File: src/sv/tss_pkg.sv
// ----------------------------------------------------------------------------
// tss_pkg
// shared constants, phase codes and the reservoir test for the triangle
// sampler
// ----------------------------------------------------------------------------
`default_nettype none

package tss_pkg;

    // stream payload widths
    localparam int unsigned RAND_W      = 32;
    localparam int unsigned IN_DATA_W   = 128;
    localparam int unsigned OUT_DATA_W  = 40;
    localparam int unsigned ESTIMATE_W  = 32;
    localparam int unsigned STATUS_W    = 2;

    // sample phase codes
    localparam logic [STATUS_W-1:0] PH_NONE   = 2'd0;
    localparam logic [STATUS_W-1:0] PH_FIRST  = 2'd1;
    localparam logic [STATUS_W-1:0] PH_WEDGE  = 2'd2;
    localparam logic [STATUS_W-1:0] PH_CLOSED = 2'd3;

    // accept when (r * n) >> 32 is zero; n arrives zero-extended to 64 bits
    function automatic logic reservoir_accept(
        input logic [RAND_W-1:0] r,
        input logic [63:0]       n
    );
        logic [63:0] prod;
        prod = {32'd0, r} * {32'd0, n[31:0]};
        return (r == '0) || (n == '0) ||
               ((n[63:32] == '0) && (prod[63:32] == '0));
    endfunction

endpackage

`default_nettype wire

File: src/sv/tss_front.sv
// ----------------------------------------------------------------------------
// tss_front
// edge counter and first-edge reservoir test, pushes classified edges
// ----------------------------------------------------------------------------
`default_nettype none

module tss_front #(
    parameter int unsigned NODE_W     = 32,
    parameter int unsigned COUNT_BITS = 32
) (
    input  wire logic                         i_clk,
    input  wire logic                         i_rst_n,
    input  wire logic                         i_valid,
    output logic                              o_ready,
    input  wire logic [31:0]                  i_node_a,
    input  wire logic [31:0]                  i_node_b,
    input  wire logic [tss_pkg::RAND_W-1:0]   i_rand_first,
    input  wire logic [tss_pkg::RAND_W-1:0]   i_rand_second,
    input  wire logic                         i_last,
    input  wire logic                         i_q_ready,
    output logic                              o_push,
    output logic [2*NODE_W+tss_pkg::RAND_W+1:0] o_entry
);

    // n of the reservoir test, i.e. edges_seen + 1 with saturation
    logic [COUNT_BITS-1:0] r_edge_n;
    logic [COUNT_BITS-1:0] n_edge_n;
    logic                  keep_first;

    assign o_ready = i_q_ready;
    assign o_push  = i_valid && i_q_ready;

    assign keep_first = tss_pkg::reservoir_accept(i_rand_first, 64'(r_edge_n));

    // entry: {last, keep_first, rand_second, node_b, node_a}
    assign o_entry = {i_last, keep_first, i_rand_second,
                      i_node_b[NODE_W-1:0], i_node_a[NODE_W-1:0]};

    always_comb begin
        n_edge_n = r_edge_n;
        if (o_push) begin
            if (i_last) begin
                n_edge_n = COUNT_BITS'(1);
            end else if (r_edge_n != '1) begin
                n_edge_n = r_edge_n + COUNT_BITS'(1);
            end
        end
    end

    always_ff @(posedge i_clk) begin
        if (!i_rst_n) begin
            r_edge_n <= COUNT_BITS'(1);
        end else begin
            r_edge_n <= n_edge_n;
        end
    end

endmodule

`default_nettype wire

File: config.mk
export PLATFORM = sky130hd
export DESIGN_NAME = tss_front
export DESIGN_NICKNAME = d
export VERILOG_FILES = /design/src/sv/tss_pkg.sv /design/src/sv/tss_front.sv
export SDC_FILE = /design/constraint.sdc
export NUM_CORES = 2
export LEC_CHECK = 0
export BUFFER_PORTS_ARGS = -buffer_cell sky130_fd_sc_hd__buf_2
export CAP_MARGIN = 20
export CORE_MARGIN = 8
export CORE_UTILIZATION = 55
export CTS_CLUSTER_SIZE = 30
export DETAILED_ROUTE_END_ITERATION = 10
export PLACE_DENSITY = 0.82
export SLEW_MARGIN = 30
export SYNTH_ARGS = -nofsm -noshare
export SYNTH_HDL_FRONTEND = slang
export SYNTH_SLANG_ARGS = --single-unit
File: constraint.sdc
create_clock -name i_clk -period 13.35 [get_ports i_clk]
set_clock_uncertainty 0.15 [all_clocks]
set_input_delay 2.67 -clock i_clk [delete_from_list [all_inputs] [get_ports i_clk]]
set_output_delay 2.67 -clock i_clk [all_outputs]
set_load 0.1 [all_outputs]
Word level (Yosys, flattened, before mapping). Index checks and enable logic that the tools add are counted. W data, S select, Z words.

Register bits after elaboration: 32. Output and inout port bits: 100.

$add $sub $neg: 1. $mul: 1. Equality and inequality tests: 1. Multiplexer cells: 2. Reduce and logical (&&, ||, !) cells: 8.

Operator list (number): $logic_not A32 Y1 (3); $mul A32 B32 Y64 (1); $mux W32 (2); $add A32 B1 Y32 const B (1); $ne A32 B32 Y1 const B (1); $logic_or A1 B1 Y1 (2); $reduce_and A2 Y1 (1); $reduce_bool A2 Y1 (1); $logic_and A1 B1 Y1 (1).

Depth between registers and ports, before layout.
Word-level depth: 3. Mapped depth: 31. Gate-level depth less buffers: 28.

Worst setup path before layout. Ideal clock, no wire load.

Path type: input to output. Start: input port i_rand_first[23] (netlist bit). End: output port o_entry[96] (netlist bit). Arrival: 10.169 ns. Data required time: 10.530 ns. Setup slack: 0.361 ns. Stages: 27. Path through: clkbuf_1 nand2_1 fa_1 inv_1 fa_1 inv_1 fa_1 inv_1 fa_1 fa_1 fa_1 fa_1 inv_1 fa_1 inv_1 ha_1 a21oi_1 o21ai_1 a2111oi_1 nand2_1 o21ai_2 mux2_4 or4_4 nor4_2 nand4_1 o31ai_2 buf_4.

Word-level cells in the longest chain between the ends: 3.

Ends and longest elaborated chain: from (decl) (line tss_front.sv:17) `input wire logic [tss_pkg::RAND_W-1:0] i_rand_first,`; $mul A32 B32 Y64 or $logic_not A32 Y1 (tied branches) (line tss_pkg.sv:29, tss_pkg.sv:30); $logic_not A32 Y1 or $logic_or A1 B1 Y1 (tied branches) (line tss_pkg.sv:31, tss_pkg.sv:30); $logic_or A1 B1 Y1 (*) (line tss_pkg.sv:30) `return (r == '0) || (n == '0) ||`; to (decl) (line tss_front.sv:22) `output logic [2*NODE_W+tss_pkg::RAND_W+1:0] o_entry`.

Mark *: on every way between the ends. The rest lies on a longest branch, timed or not.

Final worst setup path.
Start: input port i_rand_first[18] (netlist bit). End: output port o_entry[96] (netlist bit).

The elaborated chain is that of the path after synthesis.

==> summary.txt <==
Layout
  – Storage cell area: between 600 and 700 um^2
  – Multi-input logic area: ~31,000 um^2
  – Max reg flops: 32
  – Fin nets: roughly 5,000
  – Layout area overhead: 4.31%
  – Largest regs: r_edge_n: 32 flops
  – Finished Core Util: around 58%
  – Fill cells: between 5,000 and 6,000
  – Top reg by flops: r_edge_n
  – Layout cell share with drive strength beyond 1: under 10%

Timing
  – Period Utilization, post-route: between 90 and 100%
  – Worst-Margin Slew: 1030 ps
  – Unrepaired setup endpoints after global routing: yes
  – Setup_tns: 0 ps
  – Final Max Tran Viols: 0
  – Hold Fails Final Rpt: 0
  – FMAX: 75.1 MHz
  – Slew margin rel.: about a third
  – Clock period minus final worst setup slack: approximately 13,000 ps
  – Finish-stage setup viols: 0

Power
  – LEAKAGE: roughly 0.016 uW
  – Peak supply drop: between 50 and 60 uV
  – Pwr dens: approximately 14 nW/um^2

Floorplanning
  – Core outline area: about 64,000 um^2
  – Total die area: between 70,000 and 80,000 um^2
  – Initial core utilization: between 50% and 60%
  – Row cnt: 93
  – Die Y: between 200 and 300 um
  – # IOs: between 200 and 250
  – Die width: around 270 um

Setup path
  – R2R Setup Slk: 9720 ps
  – CP max FO: 8
  – CP endpoint kind: output port
  – Crit path required time: ~11,000 ps
  – Worst Reg-to-Reg Cells: 10
  – FF-to-FF End: r_edge_n[29]$_SDFFE_PN0P_
  – Worst R2R Start: r_edge_n[14]$_SDFFE_PN0P_
  – Kind of critical path: in2out
  – Data arrival time of the worst path: ~11,000 ps
  – CP Launch Type: input port

Routing
  – Post-DR wirelength/cell: about 20 um
  – Highest metal used: met4
  – DR pass1 iterations: 6
  – Vias per inst: around 5.7
  – Total routed wirelength: around 92 mm
  – DR WL met3: about 8.7 mm
  – Detailed-route via count: approximately 26,000
  – Drt initial violations: about 2,100
  – DR DRC count: 0
  – Met1 WL: approximately 35 mm
  – Post-route ant nets: 0
  – Metal2 WL: 44.7 mm

Logic synthesis
  – Synth Flop Type: dfxtp_1
  – Area fraction of the dominant cell type after synthesis: around half
  – EDFF count, synth: 0
  – Synth Instances: 3,941
  – Post-synth top area cell: fa_1
  – Synth cell count leaders: 895 x fa_1, 753 x inv_1, 635 x and2_1, 485 x nand2_1, 262 x ha_1
  – Syn Area/Cell: 8.99 um^2
  – Total nets after synthesis: about 5,200
  – FF+latch count, synth: 32
  – Ys async rst share: 0%
  – Count leader, synth: fa_1
  – YS warnings: 0
  – Synth unique cells: 72
  – Mapped Area: about 35,000 um^2
  – Top post-synthesis cells by area: fa_1 51%, and2_1 11%, ha_1 9.2%
  – Seq/Total Area, Yosys: between 1.5 and 2%

Clock tree
  – Root Buffer: clkbuf_16
  – CTS H-Tree Depth: 2
  – Bufs on Longest Clock Path: 2
  – CTS tree: yes
  – Clk_lat worst skew: about 270 ps
  – Cts hold-fix bufs: 0
  – Clk sink count: 32
  – CTS buffer count: 5
  – Clock Pin Slew Worst Setup and Hold Paths: 50 ps

Flow run
  – Max-cap violations: 0

Worst hold path
  – Worst Hold End: r_edge_n[5]$_SDFFE_PN0P_
  – Worst hold path class: reg2reg
  – Hold_sp: r_edge_n[3]$_SDFFE_PN0P_
  – Hold path depth: 3

Global routing
  – Vias in the first global route: around 30,000
  – Global-route wire length before repair: 150 mm
  – Largest net degree at the start of global routing: 40
  – Total grt overflow: 0
  – Initial antenna violation count: 0
  – GRT Util Overall: about 25%

Placement
  – Port bufs: 40
  – Final GP Congestion: around 0.95
  – Post-DP HPWL: 74.8 mm

Run status
  – Outcome: complete, no violations
## layout by cell type, fill, tap and decap left out, types with 10 or more instances in the layout
cell type	synthesis	final
o21ai_1	12	12
buf_4	100	120
nor4_1	21	19
and2_1	635	627
a21oi_1	80	70
a21o_1	15	15
xor2_1	22	22
xnor2_1	17	17
nand2_1	485	483
dfxtp_1	32	28
fa_2	0	10
inv_1	753	748
buf_6	0	28
ha_4	0	10
nor2_1	70	68
buf_2	2	16
nand4_1	42	42
nor3_1	16	15
or3_1	15	15
fa_1	895	885
nand3_1	24	23
o211ai_1	11	11
ha_1	262	251
o21ai_0	48	45
o21a_1	15	15
## kinds of logic after synthesis
group           Yosys count  share of synthesized area, %
compound gates          253                          4.50
xor+xnor                 39                         0.964
fa+ha+maj              1157                          59.8
buf+inv                1104                          12.8
flops                    32                          1.81
mux                       9                         0.272
simple gates           1347                          19.9
## worst max path at each step
stage / startpoint / to / slack [ps] / cells past startpoint
floorplan: i_rand_first[23] / o_entry[96] / 360 / 27
global placement: i_rand_first[10] / o_entry[96] / -110 / 30
detailed placement: i_rand_first[10] / o_entry[96] / -160 / 30
CTS: i_rand_first[10] / o_entry[96] / 2 / 28
global route: i_rand_first[18] / o_entry[96] / -210 / 26
finish: i_rand_first[18] / o_entry[96] / 30 / 26
## layer usage
layer  GRT usage (%)  up-vias
met5               0        -
met4            8.63        0
met3            4.62      279
met2            41.9     1387
met1            32.7    13500
li1                -    11300
## worst max-delay path, stage by stage
cell and delay [ps]:
buf_4 150, buf_6 140, and2_1 180, fa_1 530, inv_1 60, fa_1 480
fa_1 520, fa_1 550, inv_2 60, fa_1 580, fa_2 460, fa_1 500
fa_1 600, ha_4 240, a21oi_4 180, o21ai_4 90, a2111oi_4 380, nand2_1 110
o21ai_2 180, mux2_4 320, or4_4 490, nor4_4 210, nand4_1 130, o31ai_2 300
buf_4 200, buf_12 170
## cell type report
type | count | area share (%)
diodes | 1 | 0.00677
repair buffers | 184 | 4.38
flip-flops and latches | 32 | 1.75
well taps | 855 | 2.89
multi-input cells | 2805 | 82.9
clock buffers | 6 | 0.376
inverters | 755 | 7.66
clock inverters | 2 | 0.0271
## through the flow
stage | total power, uW | setup slack [ps] | cell area, um^2 | instances | hold WS, ps
finish | 518 | 27.1 | 37000 | 4640 | 462
global placement | 360 | -107 | 36000 | 4612 | 421
detailed placement | 363 | -164 | 36000 | 4612 | 444
CTS | 481 | 1.61 | 36300 | 4621 | 454
floorplan | 397 | 361 | 35400 | 3941 | 456
global route | 547 | -206 | 37000 | 4639 | 507
## power by group
part | switching, uW | internal, uW
Clock | 39.3 | 73.3
Sequential | 2.94 | 96.2
Combinational | 197 | 109
Total | 239 | 279
## what timing repair did
item | 4_1_cts | 5_1_grt
resized for setup | 17 | 137
buffers inserted | 1 | 14
pin swaps | 10 | 76
hold endpoints to repair | 0 | 0
cloned | 0 | 4
endpoints found under the setup margin | 1 | 1
Note: power is estimated with default switching activity, not from simulation.
