`src/sv/tss_pkg.sv`:
```
// ----------------------------------------------------------------------------
// tss_pkg
// shared constants, phase codes and the reservoir test for the triangle
// sampler
// ----------------------------------------------------------------------------
`default_nettype none

package tss_pkg;

    // stream payload widths
    localparam int unsigned RAND_W      = 32;
    localparam int unsigned IN_DATA_W   = 128;
    localparam int unsigned OUT_DATA_W  = 40;
    localparam int unsigned ESTIMATE_W  = 32;
    localparam int unsigned STATUS_W    = 2;

    // sample phase codes
    localparam logic [STATUS_W-1:0] PH_NONE   = 2'd0;
    localparam logic [STATUS_W-1:0] PH_FIRST  = 2'd1;
    localparam logic [STATUS_W-1:0] PH_WEDGE  = 2'd2;
    localparam logic [STATUS_W-1:0] PH_CLOSED = 2'd3;

    // accept when (r * n) >> 32 is zero; n arrives zero-extended to 64 bits
    function automatic logic reservoir_accept(
        input logic [RAND_W-1:0] r,
        input logic [63:0]       n
    );
        logic [63:0] prod;
        prod = {32'd0, r} * {32'd0, n[31:0]};
        return (r == '0) || (n == '0) ||
               ((n[63:32] == '0) && (prod[63:32] == '0));
    endfunction

endpackage

`default_nettype wire

```
`src/sv/tss_back.sv`:
```
// ----------------------------------------------------------------------------
// tss_back
// sample state: first edge, wedge, closure, and the result register
// ----------------------------------------------------------------------------
`default_nettype none

module tss_back #(
    parameter int unsigned NODE_W     = 32,
    parameter int unsigned COUNT_BITS = 32
) (
    input  wire logic                                 i_clk,
    input  wire logic                                 i_rst_n,
    input  wire logic                                 i_q_valid,
    input  wire logic [2*NODE_W+tss_pkg::RAND_W+1:0]  i_q_entry,
    output logic                                      o_q_pop,
    output logic                                      o_valid,
    input  wire logic                                 i_ready,
    output logic [tss_pkg::STATUS_W-1:0]              o_status,
    output logic                                      o_found,
    output logic [tss_pkg::ESTIMATE_W-1:0]            o_estimate
);

    logic [NODE_W-1:0]           e_a;
    logic [NODE_W-1:0]           e_b;
    logic [tss_pkg::RAND_W-1:0]  e_r2;
    logic                        e_keep;
    logic                        e_last;

    logic [NODE_W-1:0]           r_first_a, n_first_a;
    logic [NODE_W-1:0]           r_first_b, n_first_b;
    logic [NODE_W-1:0]           r_close_a, n_close_a;
    logic [NODE_W-1:0]           r_close_b, n_close_b;
    logic [COUNT_BITS-1:0]       r_adj, n_adj;
    // always sat_inc(r_adj), keeps the add out of the multiply path
    logic [COUNT_BITS-1:0]       r_adj_inc, n_adj_inc;
    logic [COUNT_BITS-1:0]       r_closing, n_closing;
    logic [tss_pkg::STATUS_W-1:0] r_phase, n_phase;

    logic                        r_out_valid;
    logic [tss_pkg::STATUS_W-1:0] r_out_status;
    logic                        r_out_found;
    logic [tss_pkg::ESTIMATE_W-1:0] r_out_est;

    logic                        adj_hit;
    logic                        keep_second;
    logic                        pair_hit;
    logic [COUNT_BITS-1:0]       adj_inc2;
    logic [63:0]                 closing64;
    logic [tss_pkg::ESTIMATE_W-1:0] est_next;

    assign {e_last, e_keep, e_r2, e_b, e_a} = i_q_entry;

    // a non-final edge never waits on the output side
    assign o_q_pop = i_q_valid && (!e_last || !r_out_valid || i_ready);

    assign adj_hit  = (e_a == r_first_a) || (e_b == r_first_a) ||
                      (e_a == r_first_b) || (e_b == r_first_b);
    assign keep_second = tss_pkg::reservoir_accept(e_r2, 64'(r_adj_inc));
    assign pair_hit = ((e_a == r_close_a) && (e_b == r_close_b)) ||
                      ((e_a == r_close_b) && (e_b == r_close_a));
    assign adj_inc2 = (r_adj_inc == '1) ? r_adj_inc : r_adj_inc + COUNT_BITS'(1);

    always_comb begin
        n_first_a = r_first_a;
        n_first_b = r_first_b;
        n_close_a = r_close_a;
        n_close_b = r_close_b;
        n_adj     = r_adj;
        n_adj_inc = r_adj_inc;
        n_closing = r_closing;
        n_phase   = r_phase;
        if (e_keep) begin
            n_first_a = e_a;
            n_first_b = e_b;
            n_adj     = '0;
            n_adj_inc = COUNT_BITS'(1);
            n_phase   = tss_pkg::PH_FIRST;
        end else if (adj_hit) begin
            n_adj     = r_adj_inc;
            n_adj_inc = adj_inc2;
            if (keep_second) begin
                n_closing = '0;
                n_phase   = tss_pkg::PH_WEDGE;
                priority if (e_a == r_first_a) begin
                    n_close_a = e_b;
                    n_close_b = r_first_b;
                end else if (e_a == r_first_b) begin
                    n_close_a = e_b;
                    n_close_b = r_first_a;
                end else if (e_b == r_first_a) begin
                    n_close_a = e_a;
                    n_close_b = r_first_b;
                end else begin
                    n_close_a = e_a;
                    n_close_b = r_first_a;
                end
            end else if ((r_phase == tss_pkg::PH_WEDGE) && pair_hit) begin
                n_closing = adj_inc2;
                n_phase   = tss_pkg::PH_CLOSED;
            end
        end
    end

    // result fields from the state after this edge
    always_comb begin
        closing64 = 64'(n_closing);
        if (n_phase != tss_pkg::PH_CLOSED) begin
            est_next = '0;
        end else if (closing64[63:32] != '0) begin
            est_next = '1;
        end else begin
            est_next = closing64[31:0];
        end
    end

    always_ff @(posedge i_clk) begin
        if (!i_rst_n) begin
            r_first_a <= '0;
            r_first_b <= '0;
            r_close_a <= '0;
            r_close_b <= '0;
            r_adj     <= '0;
            r_adj_inc <= COUNT_BITS'(1);
            r_closing <= '0;
            r_phase   <= tss_pkg::PH_NONE;
        end else if (o_q_pop) begin
            if (e_last) begin
                r_first_a <= '0;
                r_first_b <= '0;
                r_close_a <= '0;
                r_close_b <= '0;
                r_adj     <= '0;
                r_adj_inc <= COUNT_BITS'(1);
                r_closing <= '0;
                r_phase   <= tss_pkg::PH_NONE;
            end else begin
                r_first_a <= n_first_a;
                r_first_b <= n_first_b;
                r_close_a <= n_close_a;
                r_close_b <= n_close_b;
                r_adj     <= n_adj;
                r_adj_inc <= n_adj_inc;
                r_closing <= n_closing;
                r_phase   <= n_phase;
            end
        end
    end

    always_ff @(posedge i_clk) begin
        if (!i_rst_n) begin
            r_out_valid <= 1'b0;
        end else if (o_q_pop && e_last) begin
            r_out_valid <= 1'b1;
        end else if (i_ready) begin
            r_out_valid <= 1'b0;
        end
    end

    always_ff @(posedge i_clk) begin
        if (o_q_pop && e_last) begin
            r_out_status <= n_phase;
            r_out_found  <= (n_phase == tss_pkg::PH_CLOSED);
            r_out_est    <= est_next;
        end
    end

    assign o_valid    = r_out_valid;
    assign o_status   = r_out_status;
    assign o_found    = r_out_found;
    assign o_estimate = r_out_est;

endmodule

`default_nettype wire

```
`config.mk`:
```
export PLATFORM = sky130hd
export DESIGN_NAME = tss_back
export DESIGN_NICKNAME = d
export VERILOG_FILES = /design/src/sv/tss_pkg.sv /design/src/sv/tss_back.sv
export SDC_FILE = /design/constraint.sdc
export NUM_CORES = 2
export LEC_CHECK = 0
export ABC_AREA = 0
export BUFFER_PORTS_ARGS = -buffer_cell sky130_fd_sc_hd__buf_2
export CORE_MARGIN = 2
export CORE_UTILIZATION = 60
export DETAILED_ROUTE_END_ITERATION = 12
export HOLD_SLACK_MARGIN = 0.05
export PLACE_DENSITY = 0.8
export SYNTH_ARGS = -nofsm -noshare
export SYNTH_HDL_FRONTEND = slang
export SYNTH_SLANG_ARGS = --single-unit
```
`constraint.sdc`:
```
create_clock -name i_clk -period 10.65 [get_ports i_clk]
set_clock_uncertainty 0.2 [all_clocks]
set_input_delay 2.6625 -clock i_clk [delete_from_list [all_inputs] [get_ports i_clk]]
set_output_delay 2.6625 -clock i_clk [all_outputs]
set_load 0.03 [all_outputs]
```
# Yosys cells after proc, flatten, opt, wreduce, memory -nomap -nowiden
# Index checks and enable logic that the tools add are counted.
# classes
n_lt_le_gt_ge	0
bitwise	0
reduce_logical	26
multipliers	1
n_addsub	1
shifts	0
mux	33
div	0
n_eq_ne	13
# ops
cell	n
$mux 32	26
$eq 32x32->1	8
$logic_not 32->1	3
$mul 32x32->64	1
$add 32x1->32 const B	1
$eq 32x32->1 const B	1
$mux 2	5
$logic_or 1x1->1	8
$reduce_bool 2->1	4
$logic_and 1x1->1	5
$eq 2x2->1 const B	2
$reduce_and 2->1	2
$reduce_and 4->1	1
$reduce_bool 3->1	1
$logic_not 1->1	2
$mux 1	2
$ne 2x1->1 const B	1
$ne 2x2->1 const B	1
# word_totals
memories	0
latchBits	0
rom_bits	0
mem_bits_rw	0
ff_bits	230
wordCells	85

# Longest topological paths before layout
# depth
word_depth	9
ltp_mapped	34
mapped_depth_nobuf	30

# Least setup slack after synthesis
# Ideal clock, no wire load.
# synth_path
kind	input-to-reg
start	input port i_q_entry[87] in the netlist's numbering
end	register r_close_a[30]
arrival_time_ns	10.384
slack_ns	-0.059
path_buffers	2
required_ns	10.325
cell_stages	29
setup_ns	0.125
cell_sequence	clkbuf_1 -> nand2_1 -> fa_1 -> inv_1 -> fa_1 -> inv_1 -> fa_1 -> inv_1 -> fa_1 -> fa_1 -> fa_1 -> fa_1 -> inv_1 -> fa_1 -> inv_1 -> ha_1 -> a21oi_1 -> o21ai_0 -> a21oi_1 -> o21ai_0 -> a41oi_2 -> nor4b_2 -> nor3_1 -> or4_4 -> nor4_4 -> nand4_1 -> a221oi_4 -> buf_6 -> o22ai_2
# synth_via
elab_chain_len	5
# synth_lines
item	line_no	source
start: declaration	tss_back.sv:14	input wire logic [2*NODE_W+tss_pkg::RAND_W+1:0] i_q_entry,
$mul 32x32->64 or $logic_not 32->1 (tied branches)	tss_pkg.sv:29, tss_pkg.sv:30	
$logic_not 32->1 or $logic_or 1x1->1 (tied branches)	tss_pkg.sv:31, tss_pkg.sv:30	
$logic_or 1x1->1 (*)	tss_pkg.sv:30	return (r == '0) || (n == '0) ||
$reduce_bool 2->1 (no line) (*)	n/a	
$reduce_and 4->1 (no line) (*)	n/a	
end signal: assignment	tss_back.sv:139	r_close_a <= n_close_a;
end: declaration	tss_back.sv:31	logic [NODE_W-1:0] r_close_a, n_close_a;
# Every way passes the cells marked *; elsewhere a longest branch is shown, timed or not.
# A chain may end at the register's enable or synchronous reset.

# Worst setup path after layout
# layout_path
start	input port i_q_entry[87] in the netlist's numbering
end	register r_closing[21]
# layout_via
elab_chain_len	7
# layout_lines
item	line_no	source
$mul 32x32->64 or $logic_not 32->1 (tied branches)	tss_pkg.sv:29, tss_pkg.sv:30	
$logic_not 32->1 or $logic_or 1x1->1 (tied branches)	tss_pkg.sv:31, tss_pkg.sv:30	
$logic_or 1x1->1 (*)	tss_pkg.sv:30	
$mux 32 (*)	tss_back.sv:81	if (keep_second) begin
$mux 32 (*)	tss_back.sv:78	end else if (adj_hit) begin
$mux 32 (*)	tss_back.sv:72	if (e_keep) begin
$mux 32 (*)	tss_back.sv:127	if (e_last) begin
end signal: assignment	tss_back.sv:143	r_closing <= n_closing;
end: declaration	tss_back.sv:36	logic [COUNT_BITS-1:0] r_closing, n_closing;
# Marked as above.

==> flow_summary.ini <==
[sta]
final.min_clock_period_ns = 10.98
slew_violations = 0
fin_crit_sh_pct = 103.1
finalHoldViolCount = 0
fin_ws_ns = -0.3311
tns_ns = -32.89
hold-worst-slack_ns = 0.2817
relSlewSlack_pct = 20.54
worst_pin_slew_ns = 1.187
setup_viol = 129
fmax_ghz = 0.09107
grt_setup_unrepaired = true

[critical_path]
worstPathMaxFanout = 31
arrival_ns = 11.18
end_kind = flip-flop
path_common_cell = fa_1
cpMaxStageDelayCell = fa_2
crit_required_ns = 10.85
critPathLaunchType = input pin
worst-setup-path-type = in -> reg
cp_slowest_stage_delay_ns = 0.59

[final_layout]
areaGrowthSynthToFinish_pct = 13.90
fill_cells = 5793
final_cell_mix = fa_1 (869), inv_1 (804), and2_1 (627)
nets = 6673
instances_no_fill = 6481
drive_gt1_share_pct = 16.63
multi_input_area_sq_um = 38430
seq_area_sq_um = 4955
final_common_cell = fa_1

[clocking]
cts_max_level = 1
cts_tree = built
numCtsBuffers = 22
clk_latency_ns = 0.53
cts_root_buf = clkbuf_16
cts.sinks = 230
clockBufferDepth = 3
hold_buffers = 0
clk_pin_slew_worst_paths_ns = 0.07

[drt]
viasPerCell = 5.919
drt-initial-drc-count = 3533
ant_nets = 0
wl_microns = 143600
remaining_drc_errors = 0
routedWlPerCell_microns = 22.15
vias = 38360
dr.pass1.iters = 6

[status]
outcome = finished with violations
failed_checks = setup timing

[job]
maxCapViolations = 0

[logic_synthesis]
synth-seq-cells = 230
synth.distinct_cells = 78
avgSynthCellArea_sq_um = 9.073
syn_inst = 5177
synth_edf_count = 35
synth_flop_cell = dfxtp_1
synthesis.nets = 6436
ys_seq_area_share_pct = 10.55
yosys_warnings = 0
synth_area_sq_um = 46970
async_flop_share_pct = 0

[floorplanning]
fp.dieW_microns = 283.8
start_util_pct = 60.63
rows = 102
die_area_sq_um = 80540
fp.dieH_microns = 283.8
core_sq_um = 77470
ioPinCount = 139

[global_route]
overflow = 0
grtUsageMet3_pct = 5.683
grt_pass1_wl_microns = 227000
grt_usage_pct = 35.87
grt_pass1_vias = 40960
use_met1_pct = 46.83
use_met2_pct = 59.35
antenna_found_initial = 11
grt_max_degree = 100
busiest_layer = met2

[power]
power.density_nw_per_um2 = 42.55
finalPower_w = 0.002277
p_leak_nw = 22.48
ir_worst_vdd_v = 0.0001177

[placement]
place_inst = 6382
port_buffers = 138
hpwl_microns = 115200
gp_congestion = 1.038

[hold_path]
hold_path_class = reg -> reg
[final timing paths]
kind                      start             to  slack, ns  cells after the start
setup reg to reg   r_adj_inc[6]   r_close_b[2]       0.86                     34
hold / removal       r_phase[1]     r_phase[1]       0.28                      2
hold reg to reg      r_phase[1]     r_phase[1]       0.28                      2
setup / recovery  i_q_entry[87]  r_closing[21]      -0.33                     31
[layer usage]
metal / wire length (microns) / vias up
met4: 7728 / 4
met1: 54880 / 19360
li1: - / 16540
met3: 12560 / 480
met2: 68370 / 1972
met5: 23 / -
[area by class of cell]
class	count	share of cell area, %
multi-input combinational	3735	71.84
sequential	230	9.261
timing repair buffer	609	9.228
inverter	816	5.725
tap	1040	2.432
clock buffer	31	1.188
clock inverter	9	0.2760
antenna	11	0.05145
[logic make-up after synthesis]
kind of cell | share of synthesized area (%)
buffers and inverters | 9.947
adders and majority gates | 45.13
muxes | 2.219
xor gates and xnor gates | 5.613
AOI/OAI and AO/OA | 7.211
DFF | 10.55
and+or+nand+nor | 19.34
[power breakdown]
part / switching, W / internal (W)
logic: 0.000303 / 0.000186
registers: 0.0000172 / 0.000895
clock network: 0.000360 / 0.000515
total: 0.000681 / 0.00160
[sequential cells by signal (all words and copies together), names as in the netlist]
signal	count
r_close_a	32
r_adj_inc	32
o_status	2
o_valid	1
r_close_b	32
o_estimate	32
o_found	1
r_phase	2
r_closing	32
r_first_a	32
r_first_b	32
[through the flow]
step	area [sq um]	setup WS (ns)	utilization (%)
after floorplan	46980	0.0006866	-
after CTS	52700	-0.3016	68.03
after detailed placement	50860	-1.447	65.65
after global routing	53490	-0.5688	69.05
final	53500	-0.3311	69.06
after global placement	50860	-1.362	65.65
[synthesized netlist by cell type (8+ instances only)]
| master | count | area [sq um] |
|---|---|---|
| a21oi_1 | 162 | 810.8 |
| buf_1 | 15 | 56.30 |
| a22oi_1 | 10 | 75.07 |
| o211ai_1 | 10 | 75.07 |
| xnor2_1 | 146 | 1279 |
| nor3_1 | 35 | 175.2 |
| nor2b_1 | 90 | 563.0 |
| or2_2 | 8 | 50.05 |
| nand4_1 | 82 | 513.0 |
| and3_1 | 13 | 81.33 |
| mux2i_1 | 103 | 1031 |
| inv_1 | 816 | 3063 |
| or3_1 | 12 | 75.07 |
| a31oi_1 | 8 | 50.05 |
| clkbuf_1 | 358 | 1344 |
| o21a_1 | 11 | 82.58 |
| nor4_1 | 69 | 431.7 |
| nor3b_1 | 66 | 495.5 |
| a21o_1 | 15 | 112.6 |
| edfxtp_1 | 35 | 1051 |
| o22ai_2 | 49 | 613.1 |
| fa_1 | 895 | 17920 |
| a32o_1 | 32 | 320.3 |
| dfxtp_1 | 195 | 3904 |
| o21bai_1 | 8 | 60.06 |
| xor2_1 | 155 | 1358 |
| o21ai_0 | 93 | 465.5 |
| buf_6 | 15 | 168.9 |
| and2_1 | 640 | 4004 |
| buf_2 | 8 | 40.04 |
| nor2_1 | 118 | 442.9 |
| nand2_1 | 512 | 1922 |
| o22ai_1 | 18 | 112.6 |
| a211oi_1 | 9 | 67.56 |
| nand3_1 | 24 | 120.1 |
| ha_1 | 262 | 3278 |
[worst max-delay path: cells and delay by family]
kind,cells,cell delay [ns]
and+or+nand+nor,4,1.19
adders and majority gates,9,4.38
AOI/OAI and AO/OA,8,1.66
buffers and inverters,10,1.25
[what timing repair did]
action | CTS | global route
pin swaps | 74 | 118
setup buffers | 28 | 17
setup endpoints to repair | 133 | 133
gates resized for setup | 162 | 171
gates cloned | 5 | 3
No activity file was read; power rests on OpenSTA's default activity.
