File: src/sv/tss_fifo.sv
// ----------------------------------------------------------------------------
// tss_fifo
// two-entry queue between the classify front and the sample back end
// ----------------------------------------------------------------------------
`default_nettype none

module tss_fifo #(
    parameter int unsigned WIDTH = 98
) (
    input  wire logic             i_clk,
    input  wire logic             i_rst_n,
    input  wire logic             i_push,
    input  wire logic [WIDTH-1:0] i_data,
    output logic                  o_ready,
    input  wire logic             i_pop,
    output logic                  o_valid,
    output logic      [WIDTH-1:0] o_data
);

    logic [WIDTH-1:0] r_mem [2];
    logic             r_wptr;
    logic             r_rptr;
    logic [1:0]       r_count;
    logic             n_wptr;
    logic             n_rptr;
    logic [1:0]       n_count;

    assign o_ready = (r_count != 2'd2);
    assign o_valid = (r_count != 2'd0);
    assign o_data  = r_mem[r_rptr];

    always_comb begin
        n_wptr  = r_wptr ^ i_push;
        n_rptr  = r_rptr ^ i_pop;
        n_count = r_count + 2'(i_push) - 2'(i_pop);
    end

    always_ff @(posedge i_clk) begin
        if (!i_rst_n) begin
            r_wptr  <= 1'b0;
            r_rptr  <= 1'b0;
            r_count <= 2'd0;
        end else begin
            r_wptr  <= n_wptr;
            r_rptr  <= n_rptr;
            r_count <= n_count;
        end
    end

    always_ff @(posedge i_clk) begin
        if (i_push) begin
            r_mem[r_wptr] <= i_data;
        end
    end

endmodule

`default_nettype wire

File: config.mk
export PLATFORM = sky130hd
export DESIGN_NAME = tss_fifo
export DESIGN_NICKNAME = d
export VERILOG_FILES = /design/src/sv/tss_fifo.sv
export SDC_FILE = /design/constraint.sdc
export NUM_CORES = 1
export LEC_CHECK = 0
export BUFFER_PORTS_ARGS = -buffer_cell sky130_fd_sc_hd__clkbuf_2
export CORE_ASPECT_RATIO = 1.2
export CORE_MARGIN = 10
export CORE_UTILIZATION = 30
export CTS_CLUSTER_SIZE = 30
export DETAILED_ROUTE_END_ITERATION = 7
export GPL_TIMING_DRIVEN = 0
export SETUP_SLACK_MARGIN = 0.02
export SLEW_MARGIN = 40
export SYNTH_ARGS = -nofsm -noshare
export SYNTH_HDL_FRONTEND = slang
export SYNTH_SLANG_ARGS = --single-unit
File: constraint.sdc
create_clock -name i_clk -period 3.57 [get_ports i_clk]
set_input_delay 0.1785 -clock i_clk [delete_from_list [all_inputs] [get_ports i_clk]]
set_output_delay 0.1785 -clock i_clk [all_outputs]
set_load 0.02 [all_outputs]
# [After elaboration in Yosys (flattened, before gate mapping)]
# Memories as Yosys holds them, arrays and structs flattened. A register that Yosys moved wholly into a read port is not among the register bits.
# Index checks and enable logic that the tools add are counted.
[totals] register_bits=4 ram_bits=196 inputBits=102 output_inout_bits=100 wordCells=13 mem_count=1
[mem_list] memory="r_mem" words=2 width=98 read_ports=1 rd_clocked_by_memory_dff=1 wr=1 line="20" rtl="logic [WIDTH-1:0] r_mem [2];"
[op_classes] add_sub_neg=2 n_eq_ne=1 mux=3 n_bitwise=2 n_reduce_logical=1
[op_table] cell="$mux W1" n=3
[op_table] cell="$add A2 B1 Y2" n=1
[op_table] cell="$ne A2 B2 Y1 const B" n=1
[op_table] cell="$reduce_bool A2 Y1" n=1
[op_table] cell="$sub A2 B1 Y2" n=1
[op_table] cell="$xor A1 B1 Y1" n=2

# [Depth between registers and ports, before layout]
# Gate-level depths: netlist of run 1.
[depth] ltp_word=2 mapped_depth=6 ltp_nobuf=6

# [Worst setup path before layout of run 1]
# OpenSTA, ideal clock, no wires.
[synth_path] path_kind="flip-flop to flip-flop" startpoint="reg r_wptr" endpoint="mem r_mem[0][0], enable pin" setup_time_ns=0.468 arrival_ns=2.658 required_ns=3.102 setup_slack_ns=0.443 path_stages_with_launch=3 path_buffers=0 cell_sequence="dfxtp_1 > inv_1 > ha_1"
[synth_lines] item="start: declaration" line="21" rtl="logic r_wptr;"
[synth_lines] item="start signal: assignment" line="44" rtl="r_wptr <= n_wptr;"
[synth_lines] item="end: declaration" line="20"
# No word-level cell before the write port.

==> results of run 1 <==
stage by stage:
| step | utilization (%) | hold slack [ps] | instance area (µm²) | worst slack (ps) | instances |
|---|---|---|---|---|---|
| after floorplan | - | 277 | 7380 | 443 | 326 |
| after global placement | 36.5 | 368 | 8780 | -772 | 847 |
| after detailed placement | 37.0 | 371 | 8890 | 1980 | 851 |
| after CTS | 43.9 | 33.1 | 10600 | 1510 | 987 |
| after global routing | 43.9 | 54.1 | 10600 | 1460 | 987 |
| final | 43.9 | 56.5 | 10600 | 1570 | 987 |
Yosys cell counts, drive strengths merged:
cell type  number  share of area [%]
nand2           1              0.051
buf            11                1.1
inv             3               0.15
nor2b           2               0.17
ha              4               0.68
dfxtp           5                1.4
edfxtp        196                 80
xnor3           1               0.31
xor2            1               0.12
or2             1              0.085
and2            3               0.25
mux2           98                 16
kinds of logic (layout without fill, tap and decap cells):
family	Yosys count	count (layout)	synth area share (%)
DFF	201	201	81.1
buffers and inverters	14	355	1.24
xor gates and xnor gates	2	2	0.424
muxes	98	98	16.0
and+or+nand+nor	7	7	0.560
adders and majority gates	4	4	0.678
sequential cells by signal, indices dropped and copies added (netlist names), named ones only:
signal / cells
r_mem: 196
r_count: 2
r_rptr: 1
r_wptr: 1
worst max-delay path by stage:
stage                                        end  depth (start not counted)  slack (ps)
after CTS                             o_data[91]                          5        1510
final                                 o_data[91]                          5        1570
after detailed placement  r_mem[0][85]$_DFFE_PP_                          3        1980
after floorplan            r_mem[0][0]$_DFFE_PP_                          2         440
after global placement    r_mem[0][77]$_DFFE_PP_                          2        -770
after global routing                  o_data[91]                          5        1460
power by group:
group	switching (µW)	total (µW)	leakage [µW]	internal, µW
Sequential	33.9	2790	0.00188	2750
Clock	823	2130	0.000340	1310
Combinational	451	828	0.00186	377
Total	1310	5750	0.00408	4440
cell type report:
| cell class | count | area, µm² |
|---|---|---|
| fillers | 2123 | 13500 |
| flip-flops and latches | 201 | 5990 |
| repair buffers | 304 | 2080 |
| multi-input cells | 111 | 1330 |
| clock buffers | 29 | 596 |
| well taps | 320 | 400 |
| clock inverters | 8 | 91.3 |
| plain buffers | 11 | 80.1 |
| inverters | 3 | 11.3 |
cell usage in the layout (no fill, tap or decap):
cell	instances
sky130_fd_sc_hd__ha_4	2
sky130_fd_sc_hd__and2_1	3
sky130_fd_sc_hd__nor2b_1	2
sky130_fd_sc_hd__buf_6	4
sky130_fd_sc_hd__bufinv_16	2
sky130_fd_sc_hd__nand2_1	1
sky130_fd_sc_hd__buf_2	7
sky130_fd_sc_hd__ha_1	2
sky130_fd_sc_hd__clkinv_1	2
sky130_fd_sc_hd__clkbuf_2	201
sky130_fd_sc_hd__buf_12	4
sky130_fd_sc_hd__clkbuf_1	4
sky130_fd_sc_hd__clkbuf_8	4
sky130_fd_sc_hd__edfxtp_1	196
sky130_fd_sc_hd__inv_1	3
sky130_fd_sc_hd__mux2_4	20
sky130_fd_sc_hd__dlygate4sd3_1	99
sky130_fd_sc_hd__or2_2	1
sky130_fd_sc_hd__mux2_2	78
sky130_fd_sc_hd__inv_6	1
sky130_fd_sc_hd__dfxtp_1	5
sky130_fd_sc_hd__xnor3_1	1
sky130_fd_sc_hd__clkbuf_16	21
sky130_fd_sc_hd__clkinv_2	3
sky130_fd_sc_hd__xor2_1	1
critical path: stages, from the launching register on:
cell and delay, ps:
sky130_fd_sc_hd__dfxtp_1 320, sky130_fd_sc_hd__buf_6 150, sky130_fd_sc_hd__buf_6 170, sky130_fd_sc_hd__buf_6 200, sky130_fd_sc_hd__mux2_4 320, sky130_fd_sc_hd__clkbuf_2 160
metal layers:
metal	GRT usage, %	share of wire, %
met3	3.38	7.3
met1	10.5	36
met4	2.95	1.6
met2	19.3	55
met5	0	0
repair_timing:
| action | in CTS | in global routing |
|---|---|---|
| setup endpoints to repair | 0 | 0 |
| hold buffers | 99 | 0 |
| hold endpoints to repair | 201 | 0 |
==> impl_metrics.py, run 1 <==
metrics = {
    "place": {
        "port_buffers": 201,
        "globalplace.congestion": 0.707,
        "detailedPlacementHpwl_um": 11600,
    },
    "global_route": {
        "grt_first_pass_wirelength_um": 25700,
        "grt_start_max_net_pins": 38,
        "remaining_global_route_overflow": 0,
        "via_count_of_the_first_global_routing_pass": 4659,
        "groute.usage.overall_pct": 10.2,
        "grt_antenna_before_repair": 0,
    },
    "synthesis": {
        "syn-cell-area_mm2": 0.00738,
        "yosys_warnings": 0,
        "total_nets_after_synthesis": 432,
        "syn_avg_cell_area_um2": 22.6,
        "synthDistinctLibCells": 14,
        "synth_cells": 326,
        "synth-seq-cells": 201,
        "yosysSeqAreaShare_pct": 81.1,
    },
    "pwr": {
        "report.power.total_uw": 5750,
        "ir_worst_vdd_v": 0.000461,
        "power_per_cell_area_mw_per_mm2": 544,
        "total_leakage_power_uw": 0.00408,
    },
    "floorplan": {
        "fp.dieH_um": 192,
        "dieWidth_um": 163,
        "design.die.area_mm2": 0.0313,
        "floorplan.initialDensity_pct": 30.7,
        "core_mm2": 0.0240,
        "rows": 62,
        "num_io_pins": 202,
    },
    "setup_path": {
        "critical_path.endpoint_type": "output port",
        "worstRegToRegCells": 3,
        "critical_path_required_ps": 3390,
        "worst_ep_arrival_time_ps": 1820,
        "timing_worst_setup_path_type": "reg -> out",
        "worst_r2r_endpoint": "r_mem[0][20]$_DFFE_PP_",
        "rr_startpoint": "r_wptr$_SDFF_PN0_",
        "cp_max_fo": 10,
        "reg2reg_setup_slack_ps": 2010,
        "worst_setup_path_start_kind": "flip-flop",
    },
    "cts": {
        "cts_post_setup_buffers_inserted": 0,
        "h-tree-depth": 1,
        "tritoncts_clock_tree": "built",
        "clkSinkCount": 201,
        "cts.reportedPaths.clkPinSlew_ps": 60,
        "clk_latency_ps": 490,
        "cts_bufs_inserted": 21,
        "cts_root_buf": "sky130_fd_sc_hd__clkbuf_16",
        "cts.repair.resized": 0,
        "maximum_count_of_clock_buffers_along_a_single_path": 3,
    },
    "final_layout": {
        "insertedDiodeCount": 0,
        "drive_above_1_share_pct": 52.2,
        "syn_to_final_growth_pct": 43.2,
        "design.final.nets": 759,
    },
    "status": {
        "outcome": "completed",
    },
    "route": {
        "remaining_drc_errors": 0,
        "via_per_inst": 4.14,
        "wl_final_um": 16700,
        "detailroute.via_count": 4087,
        "routedWlPerCell_um": 17.0,
        "drtIter0Drc": 112,
        "drtAntennaViolNets": 0,
        "drt_pre_antenna_iters": 4,
    },
    "hold_path": {
        "class_of_the_tightest_hold_or_removal_check": "in -> reg",
        "whs_path_depth": 3,
        "hold_path_startpoint": "i_pop",
    },
    "job": {
        "maxCapViolations": 0,
    },
    "sta": {
        "worst-slew-pin-transition_ps": 556,
        "hold_viol": 0,
        "timing.final.max_slew_violations": 0,
        "finalCriticalPeriod_ps": 2000,
        "tns_ps": 0,
        "min_period_over_period_pct": 55.9,
        "clock-skew-final_ps": 10.9,
        "max_slew_margin_pct": 62.9,
        "timing.fmax_ghz": 0.501,
        "count_of_endpoints_failing_setup_in_the_final_report": 0,
        "rsz0062_at_grt": "false",
    },
}
Note: power is estimated with default switching activity, not from simulation.
==> inputs of run 2 (changes only) <==
==> constraint.sdc (replaced) <==
create_clock -name i_clk -period 1.8 [get_ports i_clk]
set_input_delay 0.09 -clock i_clk [delete_from_list [all_inputs] [get_ports i_clk]]
set_output_delay 0.09 -clock i_clk [all_outputs]
set_load 0.02 [all_outputs]
==> run 2 against run 1 <==
  * The flow now finishes with violations (negative setup slack)
  * Count of clock-buffer cells in the layout decreased by 1
  * Die area unchanged
  * Wire length rose by 0.60%
  * Register-to-register slack worse by 1700 ps
  * Final cell count grew 0.51%
  * Clock power grew 90%
  * Critical path depth unchanged
  * Sequential share of layout area down 1.2 points
  * Utilization up 0.95 points
  * Critical path type unchanged
  * Highest routed layer unchanged
==> impl_metrics.py, run 2 (synthesis results as in run 1) <==
metrics = {
    "pwr": {
        "sw_share_pct": 22.7,
        "ir_worst_vdd_v": 0.000625,
        "pwr-share-seq_pct": 48.7,
        "clock_power_share_pct": 35.7,
        "share_comb_of_total_power_pct": 15.6,
        "power_per_cell_area_mw_per_mm2": 1050,
        "power.switching_uw": 2580,
        "power_report.internal_total_uw": 8780,
        "report.power.total_uw": 11400,
        "total_leakage_power_uw": 0.00416,
    },
    "place": {
        "globalplace.congestion": 0.726,
        "post_dp_cell_area_mm2": 0.00889,
        "port_buffers": 201,
        "detailedPlacementHpwl_um": 11500,
    },
    "setup_path": {
        "worst-path-stages": 5,
        "critical_path.slowest_cell": "sky130_fd_sc_hd__dfxtp_2",
        "critical_path.top_delay_family": "buffers and inverters",
        "critical_path.endpoint_type": "output port",
        "worstPathCellList": "buf_12 > buf_12 > clkbuf_16 > mux2_4 > buf_2",
        "worst_ep_arrival_time_ps": 1740,
        "critPathBufInv": 4,
        "cp_max_fo": 9,
        "worst_setup_path_start_kind": "flip-flop",
        "timing_worst_setup_path_type": "reg -> out",
        "cp_common_cell": "sky130_fd_sc_hd__buf_12",
        "worstRegToRegCells": 3,
        "critical_path_required_ps": 1710,
        "slowest_delay_ps": 340,
    },
    "final_layout": {
        "mostFrequentLayoutCell": "sky130_fd_sc_hd__edfxtp_1",
        "drive_above_1_share_pct": 51.9,
        "flip_flop_count_of_the_largest_register_after_layout": 196,
        "reg.largest.list": "r_mem x196, r_count x2",
        "register_ranked_first_by_flip_flop_count": "r_mem",
        "syn_to_final_growth_pct": 46.3,
        "postLayoutCoreUtil_pct": 44.9,
        "insertedDiodeCount": 0,
        "final_cell_area_mm2": 0.0108,
        "design.final.nets": 767,
        "final_cell_mix": "196 x sky130_fd_sc_hd__edfxtp_1, 175 x sky130_fd_sc_hd__clkbuf_2, 102 x sky130_fd_sc_hd__dlygate4sd3_1",
    },
    "cts": {
        "cts.reportedPaths.clkPinSlew_ps": 60,
        "maximum_count_of_clock_buffers_along_a_single_path": 3,
        "cts_bufs_inserted": 21,
        "cts_root_buf": "sky130_fd_sc_hd__clkbuf_16",
        "tritoncts_clock_tree": "built",
        "h-tree-depth": 1,
        "clkSinkCount": 201,
        "clk_latency_ps": 480,
    },
    "hold_path": {
        "class_of_the_tightest_hold_or_removal_check": "in -> reg",
        "whs_path_depth": 2,
    },
    "route": {
        "drtAntennaViolNets": 0,
        "detailroute.via_count": 4167,
        "wl_final_um": 16800,
        "via_per_inst": 4.20,
        "routedWlPerCell_um": 17.0,
        "drt_pre_antenna_iters": 4,
        "remaining_drc_errors": 0,
        "drtIter0Drc": 137,
    },
    "sta": {
        "finalWorstSetupSlack_ps": -26.7,
        "clock-skew-final_ps": 5.13,
        "finalHoldWorstSlack_ps": 333,
        "finalCriticalPeriod_ps": 1830,
        "timing.fmax_ghz": 0.547,
        "max_slew_margin_pct": 68.6,
        "min_period_over_period_pct": 101,
        "count_of_endpoints_failing_setup_in_the_final_report": 13,
        "timing.final.max_slew_violations": 0,
        "hold_viol": 0,
        "worst-slew-pin-transition_ps": 470,
        "rsz0062_at_grt": "true",
    },
    "floorplan": {
        "fp.dieH_um": 192,
        "floorplan.initialDensity_pct": 30.7,
        "rows": 62,
        "num_io_pins": 202,
        "core_mm2": 0.0240,
        "design.die.area_mm2": 0.0313,
        "dieWidth_um": 163,
    },
    "global_route": {
        "remaining_global_route_overflow": 0,
        "groute.usage.overall_pct": 10.3,
        "grt_antenna_before_repair": 0,
        "grt_first_pass_wirelength_um": 25900,
        "via_count_of_the_first_global_routing_pass": 4732,
        "grt_start_max_net_pins": 41,
    },
    "status": {
        "failed_checks": "negative setup slack",
        "outcome": "finished, violations left",
    },
    "job": {
        "maxCapViolations": 0,
    },
}
run 2: cell count changes in the layout (fill, tap and decap cells not counted), sizes merged:
cell,change
buf,+28
bufbuf,+1
clkbuf,-25
clkinv,-1
dlygate4sd3,+3
inv,-1
run 2: timing repair:
| item | in CTS | in global routing |
|---|---|---|
| endpoints found under the setup margin | 97 | 97 |
| setup buffers | 2 | 0 |
| gates resized for setup | 17 | 56 |
| hold buffers | 102 | 0 |
| cloned | 1 | 2 |
| hold endpoints to repair | 201 | 0 |
run 2: per-layer routing:
layer	track usage, %	share of wire (%)	vias to the layer above
met5	0	0	-
met4	2.57	1.7	0
met3	3.66	7.9	24
met2	18.8	53	150
met1	11.2	37	2040
li1	-	-	1953
run 2: worst register-to-register path, stage by stage (launching register included):
cell and delay [ps]:
sky130_fd_sc_hd__dfxtp_1 330, sky130_fd_sc_hd__inv_1 90, sky130_fd_sc_hd__ha_4 440, sky130_fd_sc_hd__buf_12 310
run 2: final cells by class:
type,count,area [µm²]
timing repair buffer,312,2290
clock buffer,28,562
fill,2055,13300
tap,320,400
sequential,201,5990
clock inverter,6,77.6
multi-input combinational,111,1330
buffer,11,136
inverter,3,11.3
run 2: per-stage QoR:
stage / TNS [ps] / setup slack, ps / instances
after floorplan: 0 / 231 / 326
after global placement: -23240 / -155 / 847
after detailed placement: 0 / 272 / 851
after CTS: -2730 / -62.6 / 990
after global routing: -4770 / -90.2 / 992
final: -147 / -26.7 / 992
run 2: path summary, 6_finish.rpt:
| kind | startpoint | endpoint | slack (ps) |
|---|---|---|---|
| worst max-delay path | flip-flop | o_data[81] | -30 |
| worst min-delay path | i_data[94] | r_mem[1][94]$_DFFE_PP_ | 330 |
| worst max register to register | r_wptr$_SDFF_PN0_ | r_mem[0][80]$_DFFE_PP_ | 290 |
| worst min register to register | r_rptr$_SDFF_PN0_ | r_rptr$_SDFF_PN0_ | 600 |
run 2: power by group through the flow:
stage	registers [µW]	clock network (µW)	logic (µW)
floorplan	5610	0	920
global route	5560	4390	1910
global placement	5620	0	1430
CTS	5540	4210	1740
finish	5530	4050	1770
detailed placement	5630	0	1490
==> inputs of run 3 (changes only) <==
--- a/config.mk
+++ b/config.mk
@@ -6,14 +6,14 @@
 export NUM_CORES = 1
 export LEC_CHECK = 0
 export BUFFER_PORTS_ARGS = -buffer_cell sky130_fd_sc_hd__clkbuf_2
-export CORE_ASPECT_RATIO = 1.2
+export CORE_ASPECT_RATIO = 0.7
 export CORE_MARGIN = 10
 export CORE_UTILIZATION = 30
 export CTS_CLUSTER_SIZE = 30
 export DETAILED_ROUTE_END_ITERATION = 7
 export GPL_TIMING_DRIVEN = 0
 export SETUP_SLACK_MARGIN = 0.02
-export SLEW_MARGIN = 40
+export SLEW_MARGIN = 30
 export SYNTH_ARGS = -nofsm -noshare
 export SYNTH_HDL_FRONTEND = slang
 export SYNTH_SLANG_ARGS = --single-unit
==> run 3 against run 2 <==
  * The flow now finishes without violations
  * Combinational power up 3%
  * Non-clock buffer count down 2
  * Clock power about the same
  * Design area up 0.63%
  * First-iteration DRC count down 20%
  * Sequential power about the same
  * Utilization up 0.50 points
  * Critical path type unchanged
  * Critical endpoint is now o_data[78]
  * Largest power group unchanged
==> impl_metrics.py, run 3 (synthesis results as in run 1) <==
metrics = {
    "status": {
        "outcome": "completed",
    },
    "pwr": {
        "ir_worst_vdd_v": 0.000625,
        "total_leakage_power_uw": 0.00419,
        "power.switching_uw": 2640,
        "power_report.internal_total_uw": 8780,
        "share_comb_of_total_power_pct": 16.0,
        "clock_power_share_pct": 35.6,
        "power_per_cell_area_mw_per_mm2": 1050,
        "pwr-share-seq_pct": 48.4,
        "report.power.total_uw": 11400,
        "sw_share_pct": 23.1,
    },
    "cts": {
        "maximum_count_of_clock_buffers_along_a_single_path": 3,
        "cts_bufs_inserted": 21,
        "tritoncts_clock_tree": "built",
        "cts_root_buf": "sky130_fd_sc_hd__clkbuf_16",
        "clkSinkCount": 201,
        "clk_latency_ps": 480,
        "cts.reportedPaths.clkPinSlew_ps": 60,
        "h-tree-depth": 1,
    },
    "global_route": {
        "grt_antenna_before_repair": 0,
        "groute.usage.overall_pct": 10.1,
        "grt_start_max_net_pins": 39,
        "via_count_of_the_first_global_routing_pass": 4667,
        "grt_first_pass_wirelength_um": 25600,
        "remaining_global_route_overflow": 0,
    },
    "setup_path": {
        "reg2reg_setup_slack_ps": 350,
        "timing_worst_setup_path_type": "reg -> out",
        "rr_startpoint": "r_wptr$_SDFF_PN0_",
        "worstPathCellList": "buf_12 > buf_12 > clkbuf_16 > mux2_4 > buf_6",
        "critical_path.top_delay_family": "buffers and inverters",
        "cp_max_fo": 8,
        "worst_ep_arrival_time_ps": 1710,
        "critical_path.endpoint_type": "output port",
        "cp_common_cell": "sky130_fd_sc_hd__buf_12",
        "critPathBufInv": 4,
        "critical_path.slowest_cell": "sky130_fd_sc_hd__dfxtp_2",
        "worst_setup_path_start_kind": "flip-flop",
        "worstRegToRegCells": 3,
        "critical_path_required_ps": 1710,
        "slowest_delay_ps": 340,
        "worst_r2r_endpoint": "r_mem[0][82]$_DFFE_PP_",
    },
    "floorplan": {
        "floorplan.initialDensity_pct": 30.8,
        "num_io_pins": 202,
        "core_mm2": 0.0239,
        "rows": 47,
        "design.die.area_mm2": 0.0314,
        "dieWidth_um": 207,
        "fp.dieH_um": 151,
    },
    "route": {
        "wl_final_um": 17100,
        "drtAntennaViolNets": 0,
        "drtIter0Drc": 110,
        "via_per_inst": 4.21,
        "detailroute.via_count": 4166,
        "remaining_drc_errors": 0,
        "drt_pre_antenna_iters": 4,
        "routedWlPerCell_um": 17.3,
    },
    "sta": {
        "clock-skew-final_ps": 6.74,
        "finalCriticalPeriod_ps": 1800,
        "min_period_over_period_pct": 99.8,
        "worst-slew-pin-transition_ps": 406,
        "count_of_endpoints_failing_setup_in_the_final_report": 0,
        "timing.fmax_ghz": 0.557,
        "rsz0062_at_grt": "true",
        "hold_viol": 0,
        "max_slew_margin_pct": 72.9,
        "finalHoldWorstSlack_ps": 333,
        "timing.final.max_slew_violations": 0,
    },
    "hold_path": {
        "hold_critical_path_endpoint": "r_mem[0][12]$_DFFE_PP_",
        "hold_path_startpoint": "i_data[12]",
        "whs_path_depth": 2,
        "class_of_the_tightest_hold_or_removal_check": "in -> reg",
    },
    "place": {
        "port_buffers": 201,
        "globalplace.congestion": 0.706,
        "detailedPlacementHpwl_um": 11700,
    },
    "final_layout": {
        "final_cell_mix": "196 x sky130_fd_sc_hd__edfxtp_1, 173 x sky130_fd_sc_hd__clkbuf_2, 102 x sky130_fd_sc_hd__dlygate4sd3_1",
        "design.final.nets": 765,
        "final-seq-area_mm2": 0.00599,
        "syn_to_final_growth_pct": 47.2,
        "area_taken_by_multi_input_logic_gates_mm2": 0.00135,
        "mostFrequentLayoutCell": "sky130_fd_sc_hd__edfxtp_1",
        "flip_flop_count_of_the_largest_register_after_layout": 196,
        "drive_above_1_share_pct": 51.9,
        "reg.largest.list": "r_mem x196, r_count x2",
        "register_ranked_first_by_flip_flop_count": "r_mem",
        "postLayoutCoreUtil_pct": 45.4,
        "fillerInstances": 2058,
        "insertedDiodeCount": 0,
    },
    "job": {
        "maxCapViolations": 0,
    },
}
run 3: final cells by class:
class                   count  area share (%)
inverters                   3           0.104
flip-flops and latches    201            55.1
clock inverters             8           0.841
multi-input cells         111            12.4
plain buffers              11            1.26
clock buffers              27            5.04
well taps                 318            3.66
repair buffers            310            21.6
run 3: per-stage QoR:
stage / setup slack (ps) / TNS (ps) / cell area [µm²] / std cells
after floorplan: 231 / 0 / 7400 / 326
after global placement: -134 / -19530 / 8810 / 845
after detailed placement: 306 / 0 / 8890 / 849
after CTS: -33.5 / -955 / 10600 / 987
after global routing: -68.6 / -4230 / 10900 / 989
final: 3.69 / 0 / 10900 / 989
run 3: repair_timing:
action	CTS	global route
endpoints found under the setup margin	92	96
buffers inserted	1	0
gates resized for setup	19	89
cloned	0	2
hold buffers	102	0
hold endpoints to repair	201	0
run 3: worst max-delay path by stage:
stage	from	end	slack [ps]	cells after the start
floorplan	r_wptr$_SDFF_PN0_	r_mem[0][0]$_DFFE_PP_	230	2
global placement	r_wptr$_SDFF_PN0_	r_mem[0][97]$_DFFE_PP_	-130	2
detailed placement	flip-flop	o_data[50]	310	4
CTS	flip-flop	o_data[43]	-30	4
global route	flip-flop	o_data[26]	-70	4
finish	flip-flop	o_data[78]	4	5
run 3: metal layers:
| layer | global-route usage, % | vias up | wire length, µm |
|---|---|---|---|
| met3 | 4.28 | 26 | 1390 |
| li1 | - | 1965 | - |
| met1 | 11.7 | 2036 | 7080 |
| met4 | 2.62 | 0 | 335 |
| met2 | 17.1 | 139 | 8320 |
| met5 | 0 | - | 0 |
run 3: power groups by stage:
| stage | logic (µW) | clock network, µW | registers (µW) |
|---|---|---|---|
| 6_report | 1820 | 4070 | 5530 |
| 5_1_grt | 1950 | 4410 | 5550 |
| 4_1_cts | 1730 | 4190 | 5530 |
| 3_5_place_dp | 1500 | 0 | 5630 |
| 3_3_place_gp | 1440 | 0 | 5620 |
| 2_1_floorplan | 920 | 0 | 5610 |
